[src/rfr_pkg.sv]
// rfr_pkg: shared types and constants of the radar frame receiver
// used by rfr_parse and radar_frame_receiver_core; no dependencies
`default_nettype none

package rfr_pkg;

    localparam logic [7:0]  HDR_BYTE   = 8'h51;
    localparam logic [7:0]  BASE_LEN   = 8'd6;
    localparam logic [15:0] ANY_DEVICE = 16'h0000;
    localparam logic [7:0]  LEAD_BYTES = 8'd3;

    typedef enum logic [7:0] {
        PH_HUNT   = 8'b0000_0001,
        PH_ID_HI  = 8'b0000_0010,
        PH_ID_LO  = 8'b0000_0100,
        PH_LEN    = 8'b0000_1000,
        PH_FORMAT = 8'b0001_0000,
        PH_FUNC   = 8'b0010_0000,
        PH_DATA   = 8'b0100_0000,
        PH_CHECK  = 8'b1000_0000
    } phase_t;

    typedef enum logic [1:0] {
        ST_ACCEPTED  = 2'd0,
        ST_CHECKSUM  = 2'd1,
        ST_OTHER_DEV = 2'd2,
        ST_MALFORMED = 2'd3
    } status_t;

    typedef struct packed {
        status_t     frame_status;
        logic [7:0]  function_code;
        logic [15:0] frame_device;
        logic [7:0]  data_count;
        logic [23:0] lead_bytes;
        logic [31:0] data_value;
    } result_t;

endpackage

`default_nettype wire

[src/radar_frame_receiver_core.sv]
// radar_frame_receiver_core: top level with input word register, result register
// and device filter register; depends on rfr_pkg and rfr_parse
`default_nettype none

// Deframer for a serial byte stream: hunts for header 0x51, reads device id,
// length, format and function, then length-6 data bytes and an additive
// checksum, and delivers one result word per frame (or at once for a length
// below 6). One byte is taken per clock when the result side keeps up; a
// received word is held in the input register, and its result is loaded from
// there into the result register when the word is processed and the result
// slot is free. The byte rate is set by the frame state machine, which
// updates once for every processed byte. The device filter is written
// through the cfg channel, which is always ready; write it while no frame is in
// progress.
module radar_frame_receiver_core (
    input  wire logic        clk,
    input  wire logic        rst_n,

    input  wire logic        rx_valid,
    output logic             rx_stall,
    input  wire logic [7:0]  rx_byte,

    input  wire logic        cfg_valid,
    output logic             cfg_ready,
    input  wire logic [15:0] device_filter,

    output logic             res_valid,
    input  wire logic        res_stall,
    output logic [1:0]       frame_status,
    output logic [7:0]       function_code,
    output logic [15:0]      frame_device,
    output logic [7:0]       data_count,
    output logic [23:0]      lead_bytes,
    output logic [31:0]      data_value
);
    import rfr_pkg::*;

    logic        in_valid_reg, in_valid_next;
    logic [7:0]  in_byte_reg;
    logic        out_valid_reg, out_valid_next;
    result_t     out_reg;
    logic [15:0] filter_reg;

    logic        emit;
    result_t     result;
    logic        out_free;
    logic        step;
    logic        rx_take;

    rfr_parse u_parse (
        .clk           (clk),
        .rst_n         (rst_n),
        .step          (step),
        .rx_byte       (in_byte_reg),
        .device_filter (filter_reg),
        .emit          (emit),
        .result        (result)
    );

    // a held word moves on unless it makes a result and the result slot is blocked
    assign out_free = !out_valid_reg || !res_stall;
    assign step     = in_valid_reg && (!emit || out_free);
    assign rx_stall = in_valid_reg && !step;
    assign rx_take  = rx_valid && !rx_stall;

    assign cfg_ready = 1'b1;

    always_comb
    begin
        if (rx_take)
        begin
            in_valid_next = 1'b1;
        end
        else if (step)
        begin
            in_valid_next = 1'b0;
        end
        else
        begin
            in_valid_next = in_valid_reg;
        end

        if (step && emit)
        begin
            out_valid_next = 1'b1;
        end
        else if (!res_stall)
        begin
            out_valid_next = 1'b0;
        end
        else
        begin
            out_valid_next = out_valid_reg;
        end
    end

    always_ff @(posedge clk or negedge rst_n)
    begin
        if (!rst_n)
        begin
            in_valid_reg  <= 1'b0;
            out_valid_reg <= 1'b0;
            filter_reg    <= ANY_DEVICE;
        end
        else
        begin
            in_valid_reg  <= in_valid_next;
            out_valid_reg <= out_valid_next;
            if (cfg_valid && cfg_ready)
            begin
                filter_reg <= device_filter;
            end
        end
    end

    always_ff @(posedge clk)
    begin
        if (rx_take)
        begin
            in_byte_reg <= rx_byte;
        end
        if (step && emit)
        begin
            out_reg <= result;
        end
    end

    assign res_valid     = out_valid_reg;
    assign frame_status  = out_reg.frame_status;
    assign function_code = out_reg.function_code;
    assign frame_device  = out_reg.frame_device;
    assign data_count    = out_reg.data_count;
    assign lead_bytes    = out_reg.lead_bytes;
    assign data_value    = out_reg.data_value;

`ifndef SYNTHESIS
    a_stall_needs_word: assert property (@(posedge clk) disable iff (!rst_n)
        rx_stall |-> in_valid_reg)
        else $error("input stalled with empty input register");

    a_no_overwrite: assert property (@(posedge clk) disable iff (!rst_n)
        (out_valid_reg && res_stall) |-> !(step && emit))
        else $error("pending result overwritten");

    a_malformed_zero: assert property (@(posedge clk) disable iff (!rst_n)
        (res_valid && frame_status == ST_MALFORMED) |->
        (function_code == 8'd0 && data_count == 8'd0 && lead_bytes == 24'd0
         && data_value == 32'd0))
        else $error("malformed frame result carries data");

    a_empty_lead: assert property (@(posedge clk) disable iff (!rst_n)
        (res_valid && data_count == 8'd0) |-> (lead_bytes == 24'd0 && data_value == 32'd0))
        else $error("frame without data reports data bytes");

    a_result_after_step: assert property (@(posedge clk) disable iff (!rst_n)
        $rose(out_valid_reg) |-> $past(step && emit))
        else $error("result appeared without a processed word");
`endif

endmodule

`default_nettype wire

[src/rfr_parse.sv]
// rfr_parse: frame state machine, checksum and field capture, one byte per step
// depends on rfr_pkg
`default_nettype none

module rfr_parse (
    input  wire logic           clk,
    input  wire logic           rst_n,
    input  wire logic           step,
    input  wire logic [7:0]     rx_byte,
    input  wire logic [15:0]    device_filter,
    output logic                emit,
    output rfr_pkg::result_t    result
);
    import rfr_pkg::*;

    phase_t      phase_reg,    phase_next;
    logic [7:0]  data_left_reg, data_left_next;
    logic [7:0]  sum_reg,      sum_next;
    logic [15:0] device_reg,   device_next;
    logic [7:0]  length_reg,   length_next;
    logic [7:0]  function_reg, function_next;
    logic [23:0] lead_reg,     lead_next;
    logic [31:0] value_reg,    value_next;

    logic [7:0]  count;
    logic [7:0]  pos;
    logic [7:0]  sum_add;

    assign count   = length_reg - BASE_LEN;
    assign pos     = count - data_left_reg;
    assign sum_add = sum_reg + rx_byte;

    always_comb
    begin
        phase_next    = phase_reg;
        data_left_next = data_left_reg;
        sum_next      = sum_reg;
        device_next   = device_reg;
        length_next   = length_reg;
        function_next = function_reg;
        lead_next     = lead_reg;
        value_next    = value_reg;
        emit          = 1'b0;

        result.frame_status  = ST_ACCEPTED;
        result.function_code = function_reg;
        result.frame_device  = device_reg;
        result.data_count    = count;
        result.lead_bytes    = lead_reg;
        result.data_value    = value_reg;

        unique case (phase_reg)
            PH_HUNT:
            begin
                if (rx_byte == HDR_BYTE)
                begin
                    // a new frame starts from a clean slate
                    phase_next     = PH_ID_HI;
                    data_left_next = '0;
                    sum_next       = rx_byte;
                    device_next    = '0;
                    length_next    = '0;
                    function_next  = '0;
                    lead_next      = '0;
                    value_next     = '0;
                end
            end
            PH_ID_HI:
            begin
                device_next = {rx_byte, 8'h00};
                sum_next    = sum_add;
                phase_next  = PH_ID_LO;
            end
            PH_ID_LO:
            begin
                device_next = {device_reg[15:8], rx_byte};
                sum_next    = sum_add;
                phase_next  = PH_LEN;
            end
            PH_LEN:
            begin
                if (rx_byte < BASE_LEN)
                begin
                    emit                 = 1'b1;
                    result.frame_status  = ST_MALFORMED;
                    result.function_code = '0;
                    result.data_count    = '0;
                    result.lead_bytes    = '0;
                    result.data_value    = '0;
                    phase_next           = PH_HUNT;
                end
                else
                begin
                    length_next    = rx_byte;
                    data_left_next = rx_byte - BASE_LEN;
                    sum_next       = sum_add;
                    phase_next     = PH_FORMAT;
                end
            end
            PH_FORMAT:
            begin
                sum_next   = sum_add;
                phase_next = PH_FUNC;
            end
            PH_FUNC:
            begin
                function_next = rx_byte;
                sum_next      = sum_add;
                phase_next    = (data_left_reg == 8'd0) ? PH_CHECK : PH_DATA;
            end
            PH_DATA:
            begin
                if (pos < LEAD_BYTES)
                begin
                    case (pos[1:0])
                        2'd0:    lead_next[23:16] = rx_byte;
                        2'd1:    lead_next[15:8]  = rx_byte;
                        2'd2:    lead_next[7:0]   = rx_byte;
                        default: lead_next        = lead_reg;
                    endcase
                end
                value_next     = {value_reg[23:0], rx_byte};
                sum_next       = sum_add;
                data_left_next = data_left_reg - 8'd1;
                if (data_left_reg == 8'd1)
                begin
                    phase_next = PH_CHECK;
                end
            end
            PH_CHECK:
            begin
                emit = 1'b1;
                // checksum error takes priority over the device filter
                if (rx_byte != sum_reg)
                begin
                    result.frame_status = ST_CHECKSUM;
                end
                else if (device_filter != ANY_DEVICE && device_reg != device_filter)
                begin
                    result.frame_status = ST_OTHER_DEV;
                end
                phase_next = PH_HUNT;
            end
            default:
            begin
                phase_next = PH_HUNT;
            end
        endcase
    end

    always_ff @(posedge clk or negedge rst_n)
    begin
        if (!rst_n)
        begin
            phase_reg     <= PH_HUNT;
            data_left_reg <= '0;
            sum_reg       <= '0;
            device_reg    <= '0;
            length_reg    <= '0;
            function_reg  <= '0;
            lead_reg      <= '0;
            value_reg     <= '0;
        end
        else if (step)
        begin
            phase_reg     <= phase_next;
            data_left_reg <= data_left_next;
            sum_reg       <= sum_next;
            device_reg    <= device_next;
            length_reg    <= length_next;
            function_reg  <= function_next;
            lead_reg      <= lead_next;
            value_reg     <= value_next;
        end
    end

endmodule

`default_nettype wire

[config.mk]
export PLATFORM = sky130hd
export DESIGN_NAME = radar_frame_receiver_core
export DESIGN_NICKNAME = d
export VERILOG_FILES = /design/src/rfr_pkg.sv /design/src/radar_frame_receiver_core.sv /design/src/rfr_parse.sv
export SDC_FILE = /design/constraint.sdc
export NUM_CORES = 1
export LEC_CHECK = 0
export ABC_AREA = 1
export BUFFER_PORTS_ARGS = -buffer_cell sky130_fd_sc_hd__buf_2
export CORE_UTILIZATION = 40
export CTS_CLUSTER_SIZE = 40
export DETAILED_ROUTE_END_ITERATION = 7
export SYNTH_ARGS = -nofsm -noshare
export SYNTH_HDL_FRONTEND = slang
export SYNTH_SLANG_ARGS = --single-unit
[constraint.sdc]
create_clock -name clk -period 3.2 [get_ports clk]
set_input_delay 0.64 -clock clk [delete_from_list [all_inputs] [get_ports clk]]
set_output_delay 0.64 -clock clk [all_outputs]
set_load 0.02 [all_outputs]
* After elaboration in Yosys (flattened, before gate mapping) *
Index checks and enable logic that the tools add are counted.

word-level totals
  flip-flop bits (word level) = 228
  bits in latches = 0
  RAM bits = 0
  memory bits (read-only) = 0
  input bits = 29
  output and inout bits = 93
  logic and storage cells = 123
  memories = 0

operators by class
  add/sub/neg operators = 5
  multiply operators = 0
  div/mod/pow operators = 0
  $lt $le $gt $ge = 2
  equality and inequality tests = 22
  shifts and indexed selects = 0
  multiplexer cells = 37
  bitwise operators = 1
  reduce and logical (&&, ||, !) cells = 35

operators with widths
  kind                                                 count
  two-way mux 64 bit                                   2
  two-way mux 8 bit                                    12
  one-hot mux 32 bit (2 select lines)                  1
  one-hot mux 8 bit (7 select lines)                   1
  two-way mux 24 bit                                   2
  one-hot mux 16 bit (3 select lines)                  1
  one-hot mux 24 bit (2 select lines)                  1
  one-hot mux 8 bit (3 select lines)                   2
  two-way mux 32 bit                                   1
  one-hot mux 8 bit (2 select lines)                   2
  equality test 8 x 1 -> 1 bit, second input constant  2
  equality test 8 x 7 -> 1 bit, second input constant  2
  two-way mux 16 bit                                   1
  != test 16 bit                                       1
  AND reduction 4 bit                                  4
  nonzero test 16 bit                                  1
  subtractor 8 x 3 -> 8 bit, second input constant     2
  AND reduction 5 bit                                  3
  AND reduction 3 bit                                  4
  two-way mux 10 bit                                   1
  nonzero test 2 bit                                   5
  nonzero test 3 bit                                   3
  adder 8 bit                                          1
  equality test 8 x 2 -> 1 bit, second input constant  1
  other kinds (26)                                     46

* Logic depth before layout (Yosys ltp) *
  depth after elaboration = 11
  gate-level depth with buffers = 19
  mapped depth without buffers = 19

* Cells and area by module *
Synthesis repeated with hierarchy kept, for this count alone.

second synthesis, totals
  cell total of the unflattened synthesis = 1031
  area, all modules = 10364.9 sq um

modules (own cells, without submodules)
  module                     times used  cells an instance  area an instance (sq um)  sequential area each (sq um)
  rfr_parse                  1           850                6662.6                    2803.9
  radar_frame_receiver_core  1           181                3702.3                    3393.3

* Least setup slack after synthesis *
No wires, ideal clock.

  kind = flip-flop to flip-flop
  start = register u_parse.phase_reg[0]
  end = register out_reg, in the netlist data_count[0], enable pin
  setup time = 444 ps
  arrival = 2988 ps
  data required time = 2756 ps
  path slack = -231 ps
  cell stages (with the launch flop) = 11
  buffers on the path = 0
  clock period less this slack = 3431 ps
  path through = dfstp_2 > nor2_1 > nand3_1 > nor2_4 > nand2_4 > nand2_2 > nand2_4 > nand2_4 > inv_1 > nand2_1 > inv_1

on the way
  cells in the longest elaborated chain, start to end = 6
  elaborated cells on any way between the ends = 7
  classes of those cells = eq/ne: 2; mux: 1; reduce/logical: 4

RTL lines
  what                                                                 RTL line                          text
  start: declaration                                                   rfr_parse.sv:16                   phase_t phase_reg, phase_next;
  start signal: assignment                                             rfr_parse.sv:166                  phase_reg <= phase_next;
  equality test 8 bit or equality test 8 x 4 -> 1 bit (tied branches)  rfr_parse.sv:52                   unique case (phase_reg)
  one-hot mux 1 bit (2 select lines) *                                 rfr_parse.sv:52
  logical NOT 1 bit                                                    radar_frame_receiver_core.sv:62   assign step = in_valid_reg && (!emit || out_free);
  logical OR 1 bit                                                     radar_frame_receiver_core.sv:62
  logical AND 1 bit                                                    radar_frame_receiver_core.sv:62
  logical AND 1 bit *                                                  radar_frame_receiver_core.sv:122  if (step && emit)
  end signal: assignment                                               radar_frame_receiver_core.sv:124  out_reg <= result;
  end: declaration                                                     radar_frame_receiver_core.sv:41   result_t out_reg;

Mark *: on every way between the ends. The rest lies on a longest branch, timed or not.
A chain may end at the register's enable or synchronous reset.

* Worst setup path in the final report *
  start = register u_parse.phase_reg[7]
  end = output rx_stall

on the way
  cells in the longest elaborated chain, start to end = 7
  elaborated cells on any way between the ends = 8
  classes of those cells = eq/ne: 2; mux: 1; reduce/logical: 5

RTL lines
  what                                                                 RTL line                         text
  equality test 8 bit or equality test 8 x 4 -> 1 bit (tied branches)  rfr_parse.sv:52
  one-hot mux 1 bit (2 select lines) *                                 rfr_parse.sv:52
  logical NOT 1 bit *                                                  radar_frame_receiver_core.sv:62
  logical OR 1 bit *                                                   radar_frame_receiver_core.sv:62
  logical AND 1 bit *                                                  radar_frame_receiver_core.sv:62
  logical NOT 1 bit *                                                  radar_frame_receiver_core.sv:63  assign rx_stall = in_valid_reg && !step;
  logical AND 1 bit *                                                  radar_frame_receiver_core.sv:63
  end: declaration                                                     radar_frame_receiver_core.sv:20  output logic rx_stall,

Marks and branches as above.

==> flow_summary.toml <==
[run_status]
status = "finished, final reports clean"

[drt]
wl_met1_um = 10500
first_pass_iters = 8
vias_per_cell = 4.83
wl_met2_um = 10200
num_vias = 7354
wirelength_um = 22400
met3_length_um = 1240
drc_errors = 0
antenna_left = 0
drtIter0Drc = 435
dr.max_layer_used = "met4"
routedWlPerCell_um = 14.7

[global_route]
antenna_found_initial = 0
grt_pass1_wl_um = 36400
grt_use_total_pct = 17.4
grt_pass1_vias = 7011
grt_max_degree = 66
grt_overflow = 0

[logic_synthesis]
synth_most_common_cell = "nand2_1"
synth-main-ff-cell = "dfrtp_1"
synth_top_family_by_area = "simple AND/OR/NAND/NOR gates"
ys_ff_latch = 228
yosys_warnings = 0
syn_inst = 1039
synthArstFlopShare_pct = 57.0
yosys.area.top_type_share_pct = 31.3
yosys.area_share.xor_xnor_pct = 1.95
ys_types = 43
syn_nets = 1088
synthMuxAreaShare_pct = 1.20
synth-compound-area-share_pct = 7.41
synth-edff-count = 98
synthAdderAreaFrac_pct = 2.57
syn_avg_cell_area_um2 = 9.94
ys_seq_area_share_pct = 60.0
yosys.area.top_type = "dfrtp_1"
synth_commonest_cells = "nand2_1 (226), inv_1 (139), dfrtp_1 (129), nor2_1 (108), edfxtp_1 (98)"
synth_simple_gate_area_share_pct = 19.8
synth.area.top_cells = "dfrtp_1 (31%), edfxtp_1 (28%), nand2_1 (8.2%), inv_1 (5.1%), nor2_1 (3.9%)"
syn-cell-area_um2 = 10300

[layout]
area_growth_pct = 17.7
n_antenna_cell = 0
nNetsFinal = 1224
fillers = 2430
drive_gt1_share_pct = 20.1
multi_input_area_um2 = 3410
seq_area_um2 = 6200

[worst_setup_path]
cp.arrival_ps = 2320
crit_path_end_kind = "primary output"
cp_max_fo = 14
worstPathRequired_ps = 2560
critical_path_class = "flop to primary output"
start_kind = "flop"

[sta]
period_minus_slack_ps = 2960
worst_pin_slew_ps = 810
setup_tns_ps = 0
setup_violations = 0
fin_crit_sh_pct = 92.5
worst_hold_slack_ps = 187
rsz0062_at_grt = "false"
clock_skew_ps = 9.58
fmax_ghz = 0.338
relSlewSlack_pct = 46.0
slew_violations = 0
hold_viol = 0

[clock_network]
cts_root_buf = "clkbuf_16"
hold_buffers = 0
clock-sinks = 228
tritoncts = "built"
cts.path.max_buffers = 3
htreeDepth = 1
clk_latency_ps = 510
cts_made_buffers = 25
clk_pin_slew_ps = 60

[power_and_ir_drop]
p_leak_nw = 5.67
power_density_nw_per_um2 = 865
ir_worst_vdd_v = 0.000347
power_w = 0.0105

[place]
gp_congestion = 0.826
dp_hpwl_um = 15800
port_buffers = 120

[floorplan]
die_width_um = 163
die_area_um2 = 26500
initial_core_util_pct = 40.9
pin_count = 122
core_region_area_um2 = 25300
row_count = 58
die_height_um = 163

[hold_path]
hold_path_class = "input port to asynchronous set/reset pin"

[job]
cap_violations = 0
layout make-up:
cell class,instances,share of cell area [%]
timing repair buffer,137,6.22
multi-input combinational,637,28.0
sequential,228,51.0
tap,330,3.40
clock buffer,27,5.21
inverter,146,4.54
clock inverter,18,1.64
path summary, 6_finish.rpt:
path | from | cells after the start | endpoint | slack [ps]
worst max-delay path | u_parse.phase_reg[7] | 8 | rx_stall | 240
worst min-delay path | rst_n | 1 | filter_reg[0] | 190
worst max register to register | u_parse.length_reg[1] | 18 | u_parse.lead_reg[11] | 420
worst min register to register | u_parse.lead_reg[17] | 2 | u_parse.lead_reg[17] | 470
max in group asynchronous | rst_n | 2 | u_parse.lead_reg[11] | 2230
min in group clk | rx_byte[4] | 1 | in_byte_reg[4] | 310
per-stage QoR:
step | instance area (µm²) | instances | utilization [%] | worst slack, ps
detailed placement | 11300 | 1478 | 44.8 | 259
global route | 12200 | 1523 | 48.1 | 46.9
floorplan | 10300 | 1039 | - | 39.0
global placement | 11300 | 1478 | 44.8 | 402
finish | 12200 | 1523 | 48.1 | 239
CTS | 12200 | 1523 | 48.1 | 227
critical path, stage by stage (launching register included):
cell	delay [ps]
dfrtp_1	410
nor2_1	210
nand2_2	150
nor2_4	360
nand2_4	160
nand2_2	130
nand2_4	90
nor2_1	90
buf_2	200
layout by cell type, fill, tap and decap left out, types with 12 or more instances in the layout:
cell type	instances
a21oi_1	20
buf_2	119
buf_4	16
clkbuf_16	25
dfrtp_1	129
edfxtp_1	98
ha_1	18
inv_1	138
nand2_1	226
nand2_4	12
nand3_1	61
nor2_1	108
o21ai_0	37
o21ai_1	17
o21ai_2	14
o22ai_1	34
xor2_1	19
cells by family (layout without fill, tap and decap cells):
family | Yosys count | count (layout)
flops | 228 | 228
xor+xnor | 23 | 23
compound gates | 130 | 130
mux | 11 | 11
simple gates | 452 | 452
fa+ha+maj | 20 | 20
buf+inv | 174 | 328
other cells | 1 | 1
report_power, final:
part	switching (W)	leakage, nW	internal (W)
Combinational	0.00237	2.58	0.00129
Sequential	0.000326	2.69	0.00363
Clock	0.00114	0.405	0.00175
metal layers:
layer  GRT usage (%)  up-vias
met5               0        -
met4            5.10        0
met3            3.06       39
met2            27.8      187
met1            24.1     3448
li1                -     3680
timing repair:
item | in CTS | in global routing
gates resized for setup | 0 | 1
setup endpoints to repair | 0 | 24
setup buffers | 0 | 0
(Power assumes the default switching activity.)
